===== src/rtl/mm3_pkg.sv =====
package mm3_pkg;

	// Mixing and finalisation constants
	localparam logic [31:0] MIX_C1   = 32'hcc9e2d51;
	localparam logic [31:0] MIX_C2   = 32'h1b873593;
	localparam logic [31:0] FOLD_ADD = 32'he6546b64;
	localparam logic [31:0] FIN_M1   = 32'h85ebca6b;
	localparam logic [31:0] FIN_M2   = 32'hc2b2ae35;

	// Bytes in a full word
	localparam logic [2:0] FULL_COUNT = 3'd4;

	// Queue between front and back
	localparam int QDEPTH = 4;
	localparam int QPTR_W = (QDEPTH > 1) ? $clog2(QDEPTH) : 1;
	localparam int QCNT_W = $clog2(QDEPTH + 1);

	// Scrambled word with its normalised byte count
	typedef struct packed {
		logic [31:0] k;
		logic [2:0]  cnt;
		logic        last;
	} item_t;

	// Queue status seen by both sides
	typedef struct packed {
		logic              full;
		logic              empty;
		logic [QCNT_W-1:0] level;
	} q_status_t;

endpackage


===== src/rtl/murmur3_32_stream_hash.sv =====
// MurmurHash3 (x86, 32-bit) over a key streamed as little-endian 32-bit words,
// first byte in bits 7:0. Every word but the last must carry four bytes; the
// word flagged by last_word carries zero to four, and bytes above byte_count
// are ignored. A count above four, or any word not flagged last, counts as
// four bytes. One hash_value item leaves per key, after its last word. The
// seed is loaded through hash_seed_we/hash_seed and is picked up by the first
// word of each key, so write it only between keys. Rate: one word per cycle
// sustained while hash_stall stays low. The front scrambles each word in a
// two-stage multiply pipeline, a four-entry queue decouples it from the back,
// and the back folds one queued word per cycle, unless a stalled output holds
// it, into the running hash, then finalises through the registers x_s1, y_s2
// and z_s3, ending in the output register.
// A stalled output holds the back end; the front keeps accepting until the
// queue fills.
module murmur3_32_stream_hash (
	input  logic        clk,
	input  logic        arst_n,
	input  logic        hash_seed_we,
	input  logic [31:0] hash_seed,
	input  logic        key_valid,
	output logic        key_stall,
	input  logic [31:0] key_word,
	input  logic [2:0]  byte_count,
	input  logic        last_word,
	output logic        hash_valid,
	input  logic        hash_stall,
	output logic [31:0] hash_value
);

	mm3_pkg::q_status_t q_status;
	mm3_pkg::item_t     push_item;
	mm3_pkg::item_t     head_item;
	logic               q_push;
	logic               q_pop;

	// Front: classify the word, mask the tail, scramble
	mm3_front u_front (
		.clk        (clk),
		.arst_n     (arst_n),
		.key_valid  (key_valid),
		.key_stall  (key_stall),
		.key_word   (key_word),
		.byte_count (byte_count),
		.last_word  (last_word),
		.q_status   (q_status),
		.q_push     (q_push),
		.q_item     (push_item)
	);

	// Queue: let front and back stall independently
	mm3_queue u_queue (
		.clk       (clk),
		.arst_n    (arst_n),
		.push      (q_push),
		.push_item (push_item),
		.pop       (q_pop),
		.head_item (head_item),
		.status    (q_status)
	);

	// Back: fold into the running hash, add the length, finalise
	mm3_back u_back (
		.clk          (clk),
		.arst_n       (arst_n),
		.hash_seed_we (hash_seed_we),
		.hash_seed    (hash_seed),
		.q_status     (q_status),
		.head_item    (head_item),
		.q_pop        (q_pop),
		.hash_valid   (hash_valid),
		.hash_stall   (hash_stall),
		.hash_value   (hash_value)
	);

	// The front never pushes into a full queue
	a_no_push_full: assert property (@(posedge clk) disable iff (!arst_n)
		!(q_push && q_status.full))
		else $error("push into full queue");

	// The back never pops an empty queue
	a_no_pop_empty: assert property (@(posedge clk) disable iff (!arst_n)
		!(q_pop && q_status.empty))
		else $error("pop from empty queue");

	// A push without a pop raises the occupancy by one, which stays within depth
	a_level_track: assert property (@(posedge clk) disable iff (!arst_n)
		(q_push && !q_pop) |=> (q_status.level == $past(q_status.level) + 1'b1)
		&& (q_status.level <= mm3_pkg::QCNT_W'(mm3_pkg::QDEPTH)))
		else $error("queue level mismatch");

endmodule


===== src/rtl/mm3_front.sv =====
module mm3_front (
	input  logic              clk,
	input  logic              arst_n,
	input  logic              key_valid,
	output logic              key_stall,
	input  logic [31:0]       key_word,
	input  logic [2:0]        byte_count,
	input  logic              last_word,
	input  mm3_pkg::q_status_t q_status,
	output logic              q_push,
	output mm3_pkg::item_t    q_item
);

	logic        adv;
	logic [2:0]  cnt_norm;
	logic [31:0] mask;
	logic [31:0] masked;
	logic [31:0] rot_s1;

	logic        valid_s1;
	logic [31:0] prod_s1;
	logic [2:0]  cnt_s1;
	logic        last_s1;

	logic        valid_s2;
	logic [31:0] k_s2;
	logic [2:0]  cnt_s2;
	logic        last_s2;

	// Hold the whole pipeline only when stage two cannot drain
	assign adv       = !(valid_s2 && q_status.full);
	assign key_stall = !adv;

	always_comb begin
		if (last_word && (byte_count inside {[3'd0:3'd4]})) begin
			cnt_norm = byte_count;
		end else begin
			cnt_norm = mm3_pkg::FULL_COUNT;
		end
		case (cnt_norm)
			3'd0:    mask = 32'h00000000;
			3'd1:    mask = 32'h000000ff;
			3'd2:    mask = 32'h0000ffff;
			3'd3:    mask = 32'h00ffffff;
			default: mask = 32'hffffffff;
		endcase
	end

	assign masked = key_word & mask;
	assign rot_s1 = {prod_s1[16:0], prod_s1[31:17]};

	always_ff @(posedge clk or negedge arst_n) begin
		if (!arst_n) begin
			valid_s1 <= 1'b0;
			valid_s2 <= 1'b0;
		end else if (adv) begin
			valid_s1 <= key_valid;
			valid_s2 <= valid_s1;
		end
	end

	always_ff @(posedge clk) begin
		if (adv) begin
			prod_s1 <= masked * mm3_pkg::MIX_C1;
			cnt_s1  <= cnt_norm;
			last_s1 <= last_word;
			k_s2    <= rot_s1 * mm3_pkg::MIX_C2;
			cnt_s2  <= cnt_s1;
			last_s2 <= last_s1;
		end
	end

	assign q_push      = valid_s2 && adv;
	assign q_item.k    = k_s2;
	assign q_item.cnt  = cnt_s2;
	assign q_item.last = last_s2;

endmodule


===== src/rtl/mm3_queue.sv =====
module mm3_queue (
	input  logic               clk,
	input  logic               arst_n,
	input  logic               push,
	input  mm3_pkg::item_t     push_item,
	input  logic               pop,
	output mm3_pkg::item_t     head_item,
	output mm3_pkg::q_status_t status
);

	mm3_pkg::item_t                   slot_q [mm3_pkg::QDEPTH];
	logic [mm3_pkg::QPTR_W-1:0]       wr_ptr_q;
	logic [mm3_pkg::QPTR_W-1:0]       rd_ptr_q;
	logic [mm3_pkg::QCNT_W-1:0]       level_q;
	logic                             do_push;
	logic                             do_pop;

	assign status.full  = (level_q == mm3_pkg::QCNT_W'(mm3_pkg::QDEPTH));
	assign status.empty = (level_q == '0);
	assign status.level = level_q;

	// Drop requests that would overrun or underrun
	assign do_push = push && !status.full;
	assign do_pop  = pop && !status.empty;

	assign head_item = slot_q[rd_ptr_q];

	always_ff @(posedge clk or negedge arst_n) begin
		if (!arst_n) begin
			wr_ptr_q <= '0;
			rd_ptr_q <= '0;
			level_q  <= '0;
		end else begin
			if (do_push) begin
				wr_ptr_q <= (wr_ptr_q == mm3_pkg::QPTR_W'(mm3_pkg::QDEPTH - 1)) ?
					'0 : wr_ptr_q + 1'b1;
			end
			if (do_pop) begin
				rd_ptr_q <= (rd_ptr_q == mm3_pkg::QPTR_W'(mm3_pkg::QDEPTH - 1)) ?
					'0 : rd_ptr_q + 1'b1;
			end
			if (do_push && !do_pop) begin
				level_q <= level_q + 1'b1;
			end else if (do_pop && !do_push) begin
				level_q <= level_q - 1'b1;
			end
		end
	end

	always_ff @(posedge clk) begin
		if (do_push) begin
			slot_q[wr_ptr_q] <= push_item;
		end
	end

endmodule


===== src/rtl/mm3_back.sv =====
module mm3_back (
	input  logic               clk,
	input  logic               arst_n,
	input  logic               hash_seed_we,
	input  logic [31:0]        hash_seed,
	input  mm3_pkg::q_status_t q_status,
	input  mm3_pkg::item_t     head_item,
	output logic               q_pop,
	output logic               hash_valid,
	input  logic               hash_stall,
	output logic [31:0]        hash_value
);

	logic        adv;
	logic [31:0] h_base;
	logic [31:0] len_base;
	logic [31:0] h_mix;
	logic [31:0] h_rot;
	logic [31:0] h_new;
	logic [31:0] len_new;
	logic [31:0] x_mix;
	logic [31:0] y_mix;
	logic [31:0] z_mix;

	logic [31:0] seed_q;
	logic [31:0] run_q;
	logic [31:0] len_q;
	logic        key_open_q;

	logic        valid_s1;
	logic [31:0] x_s1;
	logic        valid_s2;
	logic [31:0] y_s2;
	logic        valid_s3;
	logic [31:0] z_s3;
	logic        hash_valid_q;
	logic [31:0] hash_value_q;

	assign adv   = !hash_valid_q || !hash_stall;
	assign q_pop = adv && !q_status.empty;

	// A fresh key starts from the seed with zero length
	assign h_base   = key_open_q ? run_q : seed_q;
	assign len_base = key_open_q ? len_q : 32'd0;
	assign h_mix    = (head_item.cnt != 3'd0) ? (h_base ^ head_item.k) : h_base;
	assign h_rot    = {h_mix[18:0], h_mix[31:19]};
	assign h_new    = (head_item.cnt == mm3_pkg::FULL_COUNT) ?
		({h_rot[29:0], 2'b00} + h_rot + mm3_pkg::FOLD_ADD) : h_mix;
	assign len_new  = len_base + {29'd0, head_item.cnt};

	assign x_mix = x_s1 ^ {16'd0, x_s1[31:16]};
	assign y_mix = y_s2 ^ {13'd0, y_s2[31:13]};
	assign z_mix = z_s3 ^ {16'd0, z_s3[31:16]};

	always_ff @(posedge clk or negedge arst_n) begin
		if (!arst_n) begin
			seed_q       <= 32'd0;
			key_open_q   <= 1'b0;
			valid_s1     <= 1'b0;
			valid_s2     <= 1'b0;
			valid_s3     <= 1'b0;
			hash_valid_q <= 1'b0;
		end else begin
			if (hash_seed_we) begin
				seed_q <= hash_seed;
			end
			if (q_pop) begin
				key_open_q <= !head_item.last;
			end
			if (adv) begin
				valid_s1     <= q_pop && head_item.last;
				valid_s2     <= valid_s1;
				valid_s3     <= valid_s2;
				hash_valid_q <= valid_s3;
			end
		end
	end

	always_ff @(posedge clk) begin
		if (q_pop) begin
			run_q <= h_new;
			len_q <= len_new;
		end
		if (adv) begin
			x_s1         <= h_new ^ len_new;
			y_s2         <= x_mix * mm3_pkg::FIN_M1;
			z_s3         <= y_mix * mm3_pkg::FIN_M2;
			hash_value_q <= z_mix;
		end
	end

	assign hash_valid = hash_valid_q;
	assign hash_value = hash_value_q;

endmodule


===== config.mk =====
export PLATFORM = sky130hd
export DESIGN_NAME = murmur3_32_stream_hash
export DESIGN_NICKNAME = d
export VERILOG_FILES = /design/src/rtl/mm3_pkg.sv /design/src/rtl/murmur3_32_stream_hash.sv /design/src/rtl/mm3_front.sv /design/src/rtl/mm3_queue.sv /design/src/rtl/mm3_back.sv
export SDC_FILE = /design/constraint.sdc
export NUM_CORES = 2
export LEC_CHECK = 0
export BUFFER_PORTS_ARGS = -buffer_cell sky130_fd_sc_hd__buf_2
export CORE_MARGIN = 10
export CORE_UTILIZATION = 38
export CTS_BUF_LIST = sky130_fd_sc_hd__clkbuf_8 sky130_fd_sc_hd__clkbuf_16
export DETAILED_ROUTE_END_ITERATION = 10
export GPL_ROUTABILITY_DRIVEN = 0
export PLACE_DENSITY = 0.64
export SLEW_MARGIN = 20
export SYNTH_ARGS = -nofsm -noshare
export SYNTH_HDL_FRONTEND = slang
export SYNTH_SLANG_ARGS = --single-unit

===== constraint.sdc =====
create_clock -name clk -period 6.7 [get_ports clk]
set_input_delay 0 -clock clk [delete_from_list [all_inputs] [get_ports clk]]
set_output_delay 0 -clock clk [all_outputs]
set_load 0.02 [all_outputs]

==> flow_summary.toml <==
[sta]
timing.clock.skew_ps = 88.6
fin_crit_sh = 0.997
fmax_mhz = 150
max_slew_margin = 0.292
timing.final.crit_period_ps = 6680
transition_time_at_the_pin_with_the_least_slew_margin_ps = 1060
final-hold-violation-count = 0
timing_max_transition_violations_final = 0
fin_tns_setup_ps = 0
rsz_0062_raised_after_global_routing = "yes"
report.final.setup_viol = 0

[finish]
flow.area_growth_from_synthesis_pct = 16.5
post_route_cells_drive_above_1_share = 0.163
area.sequential_mm2 = 0.0134
multiInputGateArea_mm2 = 0.0363
nets = 6800
layout.cell_area.non_filler_mm2 = 0.0622
filler_cell_count = 12900

[synthesis]
dominantRegCellSynth = "edfxtp_1"
postSynthRegisterBits = 454
synth_seq_area_share = 0.251
cell_area_synth_mm2 = 0.0534
mean_cell_area_of_the_mapped_netlist_um2 = 11.4
syn-num-nets = 6291
edff_count_synth = 408
post_synth_num_cell_types = 94
async_reset_ff_frac = 0.101
yosysWarnings = 0
netlist_instances = 4684

[setup_path]
critPathLaunch = "u_back.x_s1[26]$_DFFE_PN_"
crit_type = "flip-flop to flip-flop"
critical_path.max_fanout = 2
cp_common_cell = "fa_1"
critical_path.startpoint_type = "flip-flop"
path_cells = "xor2_2, inv_2, buf_4, fa_1, fa_2, fa_1, inv_1, fa_1, fa_1, inv_1, fa_1, inv_1, fa_1, inv_1, fa_1, inv_1, ha_2, nor2_1, a31oi_1, o21ai_2, o31ai_2, o21a_1, nor2_2, xnor2_1"
critPathRequiredTime_ps = 7090
max_stage_delay_ps = 600
worst-endpoint-arrival_ps = 7080
timing.critical_path.to_type = "flip-flop"
worstReg2RegStart = "u_back.x_s1[26]$_DFFE_PN_"
critical-path-slowest-cell = "fa_2"

[die]
num_io_pins = 107
initial_core_util = 0.383
core_area_mm2 = 0.140
die_height_um = 395
die-area_mm2 = 0.156
num_rows = 137
die_w_um = 395

[global_routing]
first_pass_grt_wire_length_mm = 215
grtUsageTotal = 0.177
grt_start_max_net_pins = 76
first_global_vias = 36900
total_global_routing_overflow = 0
grt_antenna_before_repair = 6

[drt]
vias_per_cell = 4.86
via_count = 34600
detail_route.drc_violations = 0
detail_route.iter0.violations = 1952
detail-route-antenna-nets = 0
firstDrtPassIters = 7
post_drt_wl_per_cell_um = 19.5
routed_wirelength_mm = 139

[placement]
port_buffers = 106
dpl_cell_area_mm2 = 0.0586
dp_hpwl_mm = 118

[outcome]
run_status = "complete, no violations"

[run]
cap_violations = 0

[clocking]
cts_bufs_inserted = 52
clk-insertion-delay-late_ps = 690
ctsLongestPathBuffers = 3
cts.clk_slew.worst_paths_ps = 60
cts.root.buffer_cell = "clkbuf_16"
htree_depth = 2
tritoncts_clock_tree = "done"
number_of_clock_sinks = 454

[min_path]
hold_path.class = "primary input to async pin"
-- critical path: cells and delay by family, from the launching register on --
family                   cells  cell delay (ps)
buffers and inverters        7              540
adder cells (fa/ha/maj)      9             4300
AO/OA/AOI/OAI                4              740
AND/OR/NAND/NOR              2               90
flip-flops                   1              440
XOR/XNOR                     2              380
-- cell usage in the layout (no fill, tap or decap), types with 55 or more instances in the layout --
cell type / Yosys / final
ha_1: 808 / 751
buf_4: 1 / 338
a21o_1: 55 / 55
o21ai_0: 90 / 83
a21oi_1: 94 / 82
buf_2: 9 / 106
edfxtp_1: 408 / 408
nor2_1: 110 / 107
fa_1: 726 / 709
xor2_1: 154 / 137
xnor2_1: 239 / 233
nand2_1: 167 / 165
inv_1: 1206 / 1182
-- registers in the layout (all words and copies together), names as in the netlist, 32 cells and up --
name,count
u_queue.slot_q,144
u_back.hash_value,32
u_back.len_q,32
u_back.run_q,32
u_back.seed_q,32
u_back.x_s1,32
u_back.y_s2,32
u_back.z_s3,32
u_front.k_s2,32
u_front.prod_s1,32
-- cells in the mapped netlist, drive strengths merged (5+ instances only) --
master,n,area share
mux4,36,0.015
and3,22,0.0026
o31ai,7,0.0013
nand3,42,0.0040
mux2,40,0.0084
a2111oi,7,0.0014
a211oi,16,0.0023
o21ai,100,0.0094
fa,726,0.27
a31o,5,0.00082
buf,24,0.0026
nor2b,19,0.0022
dfrtp,46,0.022
a21o,55,0.0077
a21oi,94,0.0088
o211ai,13,0.0018
o2111ai,7,0.0011
o21bai,23,0.0032
nor3,22,0.0021
nand4,11,0.0014
o311ai,6,0.00098
xor2,157,0.026
nand2b,18,0.0021
xnor2,245,0.041
or3,20,0.0024
mux2i,42,0.0085
ha,808,0.19
nor2,110,0.0077
clkbuf,33,0.0023
inv,1206,0.085
a31oi,10,0.0012
edfxtp,408,0.23
and2,36,0.0042
o21a,17,0.0024
nand2,180,0.014
a21boi,17,0.0024
-- layout make-up --
cell class	instances	share of cell area
well taps	1876	0.0377
inverters	1207	0.0729
diodes	1	0.0000402
clock inverters	43	0.00726
flip-flops and latches	454	0.215
clock buffers	53	0.0211
repair buffers	512	0.0612
multi-input cells	2966	0.584
-- per-stage QoR --
stage          setup WS (ps)   util  hold slack [ps]  instances
2_1_floorplan          0.833      -             -296       4684
3_3_place_gp            -222  0.420              204       6936
3_5_place_dp            -263  0.420              210       6936
4_1_cts                -4.92  0.438             19.4       7087
5_1_grt                 -229  0.446             74.0       7111
6_report                18.0  0.446             18.7       7112
-- worst paths after layout --
check | end | cells past startpoint | slack, ps
max | u_back.y_s2[30]$_DFFE_PN_ | 24 | 20
min | u_back.seed_q[21]$_DFFE_PN0P_ | 3 | 20
max reg2reg | u_back.y_s2[30]$_DFFE_PN_ | 24 | 20
min reg2reg | u_front.cnt_s2[1]$_DFFE_PN_ | 0 | 420
max in group asynchronous | u_back.key_open_q$_DFFE_PN0P_ | 3 | 6070
min in group clk | u_front.prod_s1[5]$_DFFE_PN_ | 4 | 70
-- layer usage --
metal / global-route usage / part of all wire / vias to the layer above
li1: - / - / 16100
met3: 0.0295 / 0.059 / 242
met2: 0.289 / 0.47 / 920
met4: 0.0519 / 0.032 / 6
met1: 0.240 / 0.44 / 17400
met5: 0 / 0.00023 / -
-- what timing repair did --
action,in CTS,in global routing
endpoints found under the setup margin,10,24
pin swaps,20,122
gates resized for setup,30,181
setup buffers,8,28
endpoints found under the hold margin,90,0
hold buffers,47,0
-- kinds of logic (layout without fill, tap and decap cells) --
| family | after synthesis | count (layout) | share of synthesized area |
|---|---|---|---|
| other | 0 | 1 | 0 |
| flip-flops | 454 | 454 | 0.251 |
| multiplexers | 118 | 118 | 0.0321 |
| AND/OR/NAND/NOR | 504 | 504 | 0.0468 |
| XOR/XNOR | 403 | 403 | 0.0681 |
| buffers and inverters | 1264 | 1815 | 0.0898 |
| AO/OA/AOI/OAI | 407 | 407 | 0.0505 |
| adder cells (fa/ha/maj) | 1534 | 1534 | 0.462 |
Power is left out: the tool's default activity adds up to more than one toggle a clock period on the data nets, which glitch-free logic cannot reach.
